### src/hw/rtl/sbc_pkg.sv
package sbc_pkg;

    localparam int ENTRIES_DEF = 16;
    localparam int SID_W       = 16;
    localparam int BID_W       = 4;
    localparam int KIND_W      = 2;
    localparam int DATA_W      = 24;

    localparam logic [KIND_W-1:0] KIND_INSERT = 2'd0;
    localparam logic [KIND_W-1:0] KIND_UPDATE = 2'd1;
    localparam logic [KIND_W-1:0] KIND_LK_SID = 2'd2;
    localparam logic [KIND_W-1:0] KIND_LK_BID = 2'd3;

    localparam logic [SID_W-1:0] SID_MISS = '1;
    localparam logic [BID_W-1:0] BID_MISS = '1;

    typedef struct packed {
        logic [SID_W-1:0] sid;
        logic [BID_W-1:0] bid;
    } t_entry;

endpackage

### src/hw/rtl/session_buffer_cam.sv
// Session/buffer table with two-way lookup.
// Slave channel (i_s_*): one request per transfer; tuser carries the kind
// (insert, update by buffer id, session lookup, buffer lookup), tdata the
// session id and buffer id. Master channel (o_m_*): one result per request;
// tuser is the ok flag, tdata the found session id and found buffer id,
// all ones where nothing was found or the kind returns no value.
// The pairs live in a synchronous RAM with a registered read port; valid
// marks sit in flip-flops. A request walks the RAM one entry per cycle and
// stops at the first valid match (or, for an insert, the first free entry).
// From acceptance, the walk runs until a match or the last entry; the result
// then passes through a result register to the output register.
// One request is in flight at a time; the next is accepted as soon as the
// result has been moved to the output register, even if it is not yet taken.
// Reset (synchronous, active low) clears all valid marks and the output
// valid flag; RAM contents are left as they are. When the receiver stalls,
// the result holds on the master channel; a finished result waits internally.
module session_buffer_cam #(
    parameter int ENTRIES = sbc_pkg::ENTRIES_DEF
) (
    input  logic                      i_clk,
    input  logic                      i_rst_n,
    input  logic                      i_s_tvalid,
    output logic                      o_s_tready,
    input  logic [sbc_pkg::DATA_W-1:0] i_s_tdata,  // [15:0] session, [19:16] buffer
    input  logic [sbc_pkg::KIND_W-1:0] i_s_tuser,  // [1:0] kind
    output logic                      o_m_tvalid,
    input  logic                      i_m_tready,
    output logic [sbc_pkg::DATA_W-1:0] o_m_tdata,  // [15:0] found_session, [19:16] found_buffer
    output logic                      o_m_tuser    // [0] ok
);
    import sbc_pkg::*;

    localparam int AW   = (ENTRIES > 1) ? $clog2(ENTRIES) : 1;
    localparam int CW   = $clog2(ENTRIES + 1);
    localparam int PADW = DATA_W - SID_W - BID_W;

    localparam logic [AW-1:0] LAST_IDX = AW'(ENTRIES - 1);
    localparam logic [CW-1:0] END_CNT  = CW'(ENTRIES);

    localparam logic [1:0] ST_IDLE = 2'd0;
    localparam logic [1:0] ST_SCAN = 2'd1;
    localparam logic [1:0] ST_DONE = 2'd2;

    logic [1:0]        r_state, n_state;
    logic [ENTRIES-1:0] r_valid;
    t_entry            r_mem [ENTRIES];
    t_entry            r_rd;

    logic [KIND_W-1:0] r_kind;
    logic [SID_W-1:0]  r_sid;
    logic [BID_W-1:0]  r_bid;

    logic [CW-1:0]     r_issue;
    logic              r_cmp_vld;
    logic [AW-1:0]     r_cmp_idx;

    logic              r_res_ok;
    logic [SID_W-1:0]  r_res_sid;
    logic [BID_W-1:0]  r_res_bid;

    logic              r_o_valid;
    logic              r_o_ok;
    logic [SID_W-1:0]  r_o_sid;
    logic [BID_W-1:0]  r_o_bid;

    logic w_accept;
    logic w_issue;
    logic w_ent_vld;
    logic w_match;
    logic w_last;
    logic w_write;
    logic w_out_free;

    assign w_accept   = i_s_tvalid && o_s_tready;
    assign w_out_free = !r_o_valid || i_m_tready;
    assign w_issue    = (r_state == ST_SCAN) && (r_issue != END_CNT);
    assign w_ent_vld  = r_valid[r_cmp_idx];

    always_comb begin
        case (r_kind)
            KIND_INSERT: w_match = !w_ent_vld;
            KIND_UPDATE: w_match = w_ent_vld && (r_rd.bid == r_bid);
            KIND_LK_SID: w_match = w_ent_vld && (r_rd.bid == r_bid);
            KIND_LK_BID: w_match = w_ent_vld && (r_rd.sid == r_sid);
            default:     w_match = 1'b0;
        endcase
    end

    assign w_last  = r_cmp_vld && (w_match || (r_cmp_idx == LAST_IDX));
    assign w_write = r_cmp_vld && w_match &&
                     ((r_kind == KIND_INSERT) || (r_kind == KIND_UPDATE));

    always_comb begin
        n_state = r_state;
        case (r_state)
            ST_IDLE: begin
                if (w_accept) begin
                    n_state = ST_SCAN;
                end
            end
            ST_SCAN: begin
                if (w_last) begin
                    n_state = ST_DONE;
                end
            end
            ST_DONE: begin
                if (w_out_free) begin
                    n_state = ST_IDLE;
                end
            end
            default: n_state = ST_IDLE;
        endcase
    end

    always_ff @(posedge i_clk) begin
        if (!i_rst_n) begin
            r_state   <= ST_IDLE;
            r_valid   <= '0;
            r_cmp_vld <= 1'b0;
            r_o_valid <= 1'b0;
        end else begin
            r_state   <= n_state;
            r_cmp_vld <= w_issue && !w_last;
            if (w_write && (r_kind == KIND_INSERT)) begin
                r_valid[r_cmp_idx] <= 1'b1;
            end
            if ((r_state == ST_DONE) && w_out_free) begin
                r_o_valid <= 1'b1;
            end else if (i_m_tready) begin
                r_o_valid <= 1'b0;
            end
        end
    end

    // The walk issues one read per cycle and compares each entry once it is
    // back in the read register. The only write lands at the end of a walk,
    // before the next request is accepted, so no forwarding is needed.
    always_ff @(posedge i_clk) begin
        if (w_issue) begin
            r_rd <= r_mem[r_issue[AW-1:0]];
        end
        if (w_write) begin
            r_mem[r_cmp_idx] <= '{sid: r_sid, bid: r_bid};
        end
    end

    always_ff @(posedge i_clk) begin
        if (w_accept) begin
            r_kind  <= i_s_tuser;
            r_sid   <= i_s_tdata[SID_W-1:0];
            r_bid   <= i_s_tdata[SID_W +: BID_W];
            r_issue <= '0;
        end else if (w_issue) begin
            r_issue <= r_issue + CW'(1);
        end
        if (w_issue) begin
            r_cmp_idx <= r_issue[AW-1:0];
        end
        if (w_last) begin
            r_res_ok  <= w_match;
            r_res_sid <= (w_match && (r_kind == KIND_LK_SID)) ? r_rd.sid : SID_MISS;
            r_res_bid <= (w_match && (r_kind == KIND_LK_BID)) ? r_rd.bid : BID_MISS;
        end
        if ((r_state == ST_DONE) && w_out_free) begin
            r_o_ok  <= r_res_ok;
            r_o_sid <= r_res_sid;
            r_o_bid <= r_res_bid;
        end
    end

    assign o_s_tready = (r_state == ST_IDLE);
    assign o_m_tvalid = r_o_valid;
    assign o_m_tuser  = r_o_ok;
    assign o_m_tdata  = {{PADW{1'b0}}, r_o_bid, r_o_sid};

    // An insert only ever claims an entry that was free.
    a_insert_free: assert property (@(posedge i_clk) disable iff (!i_rst_n)
        (w_write && (r_kind == KIND_INSERT)) |-> !w_ent_vld)
        else $error("insert wrote over a valid entry");

    // Entries are never released once written.
    a_valid_grows: assert property (@(posedge i_clk) disable iff (!i_rst_n)
        1'b1 |=> ($countones(r_valid) >= $past($countones(r_valid))))
        else $error("valid entry count decreased");

    // A failed request always reports all ones in both value fields.
    a_miss_ones: assert property (@(posedge i_clk) disable iff (!i_rst_n)
        (o_m_tvalid && !o_m_tuser) |-> (o_m_tdata[SID_W+BID_W-1:0] == '1))
        else $error("miss result with a value field not all ones");

    // A walk never compares past the last entry.
    a_walk_bound: assert property (@(posedge i_clk) disable iff (!i_rst_n)
        (r_state == ST_SCAN) |-> (r_issue <= END_CNT))
        else $error("entry walk ran past the table");

endmodule
### config.mk
export PLATFORM = sky130hd
export DESIGN_NAME = session_buffer_cam
export DESIGN_NICKNAME = d
export VERILOG_FILES = /design/src/hw/rtl/sbc_pkg.sv /design/src/hw/rtl/session_buffer_cam.sv
export SDC_FILE = /design/constraint.sdc
export NUM_CORES = 1
export LEC_CHECK = 0
export BUFFER_PORTS_ARGS = -buffer_cell sky130_fd_sc_hd__buf_2
export CORE_MARGIN = 3
export CORE_UTILIZATION = 40
export CTS_CLUSTER_DIAMETER = 40
export DETAILED_ROUTE_END_ITERATION = 6
export PLACE_DENSITY = 0.52
export SYNTH_ARGS = -nofsm -noshare
export SYNTH_HDL_FRONTEND = slang
export SYNTH_SLANG_ARGS = --single-unit
### constraint.sdc
create_clock -name i_clk -period 8.65 [get_ports i_clk]
set_clock_uncertainty 0.1 [all_clocks]
set_input_delay 0 -clock i_clk [delete_from_list [all_inputs] [get_ports i_clk]]
set_output_delay 0 -clock i_clk [all_outputs]
set_load 0.01 [all_outputs]
# Word-level counts from Yosys, hierarchy flattened
# Memories as Yosys holds them, arrays and structs flattened. A register that Yosys moved wholly into a read port is not among the register bits.
# Cells that the tools add are included.
[totals]
ramBits = 320
in_bits = 30
output_inout_bits = 27
n_memories = 1
reg_bits = 93
elab_cells = 69
[classes]
muxes = 13
reduce_logical = 24
eq_ne = 12
n_bitwise = 1
order_cmp = 2
n_addsub = 1
[memory_table]
columns = ["name", "depth", "width", "read_ports", "rd_ports_with_merged_regs", "write_ports", "line_no", "rtl"]
rows = [
  ["r_mem", 16, 20, 1, 1, 1, "session_buffer_cam.sv:46", "t_entry r_mem [ENTRIES];"],
]
[ops]
columns = ["operator", "n"]
rows = [
  ["16-bit == test", 1],
  ["16-bit bitwise OR", 1],
  ["1-bit logical AND", 13],
  ["2-bit == test (second input constant)", 3],
  ["1-bit 2-to-1 mux", 6],
  ["2-bit 2-to-1 mux", 3],
  ["2-bit one-hot mux with 3 select lines", 1],
  ["5-bit by 1-bit adder with 5-bit output (second input constant)", 1],
  ["4-bit by 5-bit < comparator with 1-bit output (second input constant)", 1],
  ["5-bit inequality test (second input constant)", 1],
  ["1-bit binary-select mux with 4-bit select", 1],
  ["1-bit demux with 4-bit select", 1],
  ["2-bit by 1-bit == test with 1-bit output (second input constant)", 2],
  ["4-bit == test", 1],
  ["4-bit == test (second input constant)", 1],
  ["4-bit by 1-bit greater-or-equal comparator with 1-bit output (second input constant)", 1],
  ["2-bit zero test", 2],
  ["2-bit inequality test (second input constant)", 2],
  ["1-bit zero test", 3],
  ["1-bit logical OR", 3],
  ["1-bit one-hot mux with 3 select lines", 1],
  ["3-bit AND reduction", 1],
  ["2-bit by 1-bit inequality test with 1-bit output (second input constant)", 1],
  ["2-bit nonzero test", 1],
  ["2-bit OR reduction", 1],
]

# Longest topological paths before layout
[depth]
depth_word = 8
ltp_mapped = 9
depth_no_buf = 7

# Worst setup path after synthesis
# Ideal clock, no wire load.
[synth_path]
path_type = "reg-to-reg"
from = "reg r_issue[0]"
to = "reg r_issue[2]"
n_path_buf = 2
path_stages_with_launch = 10
synth_period_minus_slack_ns = 4.246
arrival_time_ns = 3.989
slack_ns = 4.404
setup_time_ns = 0.157
t_required_ns = 8.393
path_cell_list = "dfxtp_1 > buf_2 > buf_1 > inv_1 > ha_1 > nor4bb_1 > nor3b_1 > nand2_1 > xor2_1 > nor2_1"
[synth_via]
elab_chain_cells = 2
word_cells_on_any_way = 3
classes_between = "1 x add/sub; 1 x eq/ne; 1 x reduce/logical"
[synth_rtl]
columns = ["item", "line_no", "rtl"]
rows = [
  ["from (decl)", "session_buffer_cam.sv:53", "logic [CW-1:0] r_issue;"],
  ["from (signal assigned)", "session_buffer_cam.sv:154", "r_issue <= r_issue + CW'(1);"],
  ["5-bit inequality test", "session_buffer_cam.sv:76", "assign w_issue = (r_state == ST_SCAN) && (r_issue != END_CNT);"],
  ["1-bit logical AND", "session_buffer_cam.sv:76", ""],
  ["via w_issue", "session_buffer_cam.sv:67", "logic w_issue;"],
]
# The timed path passes the listed nets, and every way through them passes these cells.
# A chain may end at the register's enable or synchronous reset.

# Worst setup path in the final report
[layout_path]
from = "reg r_sid[12]"
to = "mem r_mem[10][13] (netlist bit), enable pin"
[layout_via]
elab_chain_cells = 7
[layout_rtl]
columns = ["item", "line_no", "rtl"]
rows = [
  ["from (decl)", "session_buffer_cam.sv:50", "logic [SID_W-1:0] r_sid;"],
  ["from (signal assigned)", "session_buffer_cam.sv:150", "r_sid <= i_s_tdata[SID_W-1:0];"],
  ["16-bit == test", "session_buffer_cam.sv:84", "KIND_LK_BID: w_match = w_ent_vld && (r_rd.sid == r_sid);"],
  ["1-bit logical AND", "session_buffer_cam.sv:84", ""],
  ["1-bit one-hot mux with 3 select lines", "session_buffer_cam.sv:80", "case (r_kind)"],
  ["1-bit logical AND (2 in a row)", "session_buffer_cam.sv:90", "assign w_write = r_cmp_vld && w_match &&"],
  ["1-bit 2-to-1 mux", "session_buffer_cam.sv:142", "if (w_write) begin"],
  ["1-bit 2-to-1 mux (implied by the code)", "session_buffer_cam.sv:143", "r_mem[r_cmp_idx] <= '{sid: r_sid, bid: r_bid};"],
  ["to (decl)", "session_buffer_cam.sv:46", ""],
]
# Every way passes these cells.

==> out/metrics.cfg <==
[outcome]
outcome = completed

[timing]
slew_headroom = 0.296
setup_tns_ns = 0
period_needed_ns = 3.67
max_freq_mhz = 272
setup_viol = 0
hold_violations = 0
rsz0062_at_grt = false
tightest_slew_ns = 1.05
period_share = 0.425
slew_violations = 0

[placement]
place_hpwl_um = 19300
numPortBuffers = 48
place.gp.congestion = 0.751
place_inst = 1311

[synth]
syn_area_per_cell_um2 = 21.8
synth.area.top_cells = edfxtp_1 75%, mux4_2 14%, dfxtp_1 3.0%
yosys_warnings = 0
post-synth-top-count-cell = edfxtp_1
synth_xor_area_frac = 0.0117
synthMuxAreaShare = 0.147
ys_types = 46
ys_seq_elements = 433
synth_commonest_cells = 408 x edfxtp_1, 102 x mux4_2, 25 x clkbuf_1, 25 x dfxtp_1, 23 x nor2_1
synth_fa_ha_area_frac = 0.00152
synth_compound_area_frac = 0.0146
synthSimpleGateAreaFrac = 0.0365
async_reset_ff_frac = 0
ys_seq_area_frac = 0.776
syn_area_um2 = 16400
synth_top_family_by_area = multiplexers
synth_edf_count = 408
synth_cells = 754
synth_largest_area_cell = edfxtp_1
synth.top_cell.area_share = 0.745
synth-main-ff-cell = edfxtp_1

[global_route]
grt_first_pass_wirelength_um = 53800
grt_max_degree = 50
antenna_found_initial = 1
grt_util_all_layers = 0.168
grt.overflow.total = 0
grt_pass1_vias = 8209

[pwr]
powerDensity_nw_per_um2 = 274
p_leak_nw = 6.38
ir_worst_vdd_mv = 0.143

[setup_path]
startpoint_type = register
cpPeakStageDelay_ns = 0.64
cp-end-kind = register
timing_worst_setup_path_type = reg -> reg
crit_chain = xor2_1, nor4_1, nand4_1, o31ai_4, a32oi_2, nor3_2, buf_4
cp.required_ns = 8.78
slowest_stage = edfxtp_1
path_max_fanout = 20
path_buf_inv = 1
crit_family = simple AND/OR/NAND/NOR gates
cp.arrival_ns = 3.81

[floorplan]
die_w_um = 209
num_rows = 73
fp.coreArea_um2 = 40200
fp.dieH_um = 209
start_util = 0.409
io_pins = 57
design.die.area_um2 = 43600

[final_layout]
area_growth_pct = 21.1
insertedDiodeCount = 0
instances_no_fill = 1463
multi_input_area_um2 = 3550
seqCellArea_um2 = 12800
fillers = 3231
nets = 921
drive_above_1_share = 0.329

[run]
maxCapViolCount = 0

[min_path]
hp-class = in -> reg

[detailed_routing]
wirelength_um = 36000
drt_iter0_drc = 792
drc_errors = 0
viasPerCell = 5.28
vias = 7726
first_pass_iters = 5
wire_per_inst_um = 24.6
ant_nets = 0

[cts]
cts_buffers = 58
clk_latency_ns = 0.60
clock_sinks = 433
cts_tree = yes
cts-root-buf = clkbuf_16
clk_pin_slew_worst_paths_ns = 0.05
h-tree-depth = 2
cts.path.max_buffers = 3
post_cts_buffers = 0

==> cell families (layout without fill, tap and decap cells) <==
logic type / after synthesis / after routing
AND/OR/NAND/NOR: 109 / 109
other: 1 / 4
AO/OA/AOI/OAI: 30 / 30
flip-flops: 433 / 433
adder cells (fa/ha/maj): 2 / 2
buffers and inverters: 45 / 226
XOR/XNOR: 22 / 22
multiplexers: 112 / 112
==> layout by cell type (no fill, tap or decap), drive strengths merged, types with 10 or more instances in the layout <==
cell type and count:
dlygate4sd3 43, clkbuf 61, buf 70, clkinv 21, xor2 20, edfxtp 408, or2 18, nor3 18
nor2 23, mux4 102, mux2i 10, o21a 12, inv 17, dfxtp 25
==> routing by layer <==
metal | track usage | vias to the layer above | part of all wire
met3 | 0.0297 | 49 | 0.049
met2 | 0.282 | 203 | 0.51
met1 | 0.228 | 4073 | 0.42
met5 | 0 | - | 0
met4 | 0.0508 | 0 | 0.020
li1 | - | 3401 | -
==> registers in the layout, indices dropped and copies added (netlist names) <==
register,count
r_kind,2
o_m_tvalid,1
o_m_tuser,1
r_o_bid,4
r_state,2
r_res_ok,1
r_cmp_idx,4
r_valid,16
r_res_bid,4
r_bid,4
r_o_sid,16
r_sid,16
r_mem,320
r_cmp_vld,1
r_res_sid,16
r_rd,20
r_issue,5
==> final cells by class <==
class                      instances  share of cell area
timing repair buffer             113              0.0420
sequential                       433               0.641
tap                              525              0.0330
clock inverter                    48              0.0279
multi-input combinational        279               0.178
inverter                           4            0.000754
clock buffer                      61              0.0767
==> power by group <==
part | switching [mW] | leakage [nW] | internal [mW] | total, mW
clock network | 0.930 | 1.01 | 1.57 | 2.50
logic | 0.193 | 1.46 | 0.288 | 0.481
registers | 0.116 | 3.91 | 2.35 | 2.47
total | 1.24 | 6.38 | 4.21 | 5.45
==> through the flow <==
| step | hold WS, ns | utilization | setup WS [ns] | total power, mW | cell area [µm²] |
|---|---|---|---|---|---|
| after global placement | 0.0759 | 0.433 | 5.02 | 2.98 | 17400 |
| final | 0.0264 | 0.495 | 4.98 | 5.45 | 19900 |
| after detailed placement | 0.0785 | 0.433 | 4.93 | 2.99 | 17400 |
| after global routing | 0.0282 | 0.495 | 4.75 | 5.65 | 19900 |
| after floorplan | -0.00113 | - | 4.40 | 2.86 | 16400 |
| after CTS | 0.0000567 | 0.495 | 4.93 | 5.52 | 19900 |
==> timing repair <==
item / 4_1_cts / 5_1_grt
hold buffers: 43 / 0
resized for setup: 0 / 0
hold endpoints to repair: 44 / 0
==> path summary, 6_finish.rpt <==
check / startpoint / end / slack (ns) / cells past startpoint
min: i_s_tdata[13] / r_sid[13] / 0.03 / 2
min reg2reg: r_res_bid[1] / r_o_bid[1] / 0.31 / 0
max: r_sid[12] / r_mem[10][13] / 4.98 / 7
max reg2reg: r_sid[12] / r_mem[10][13] / 4.98 / 7
(Power assumes the default switching activity.)
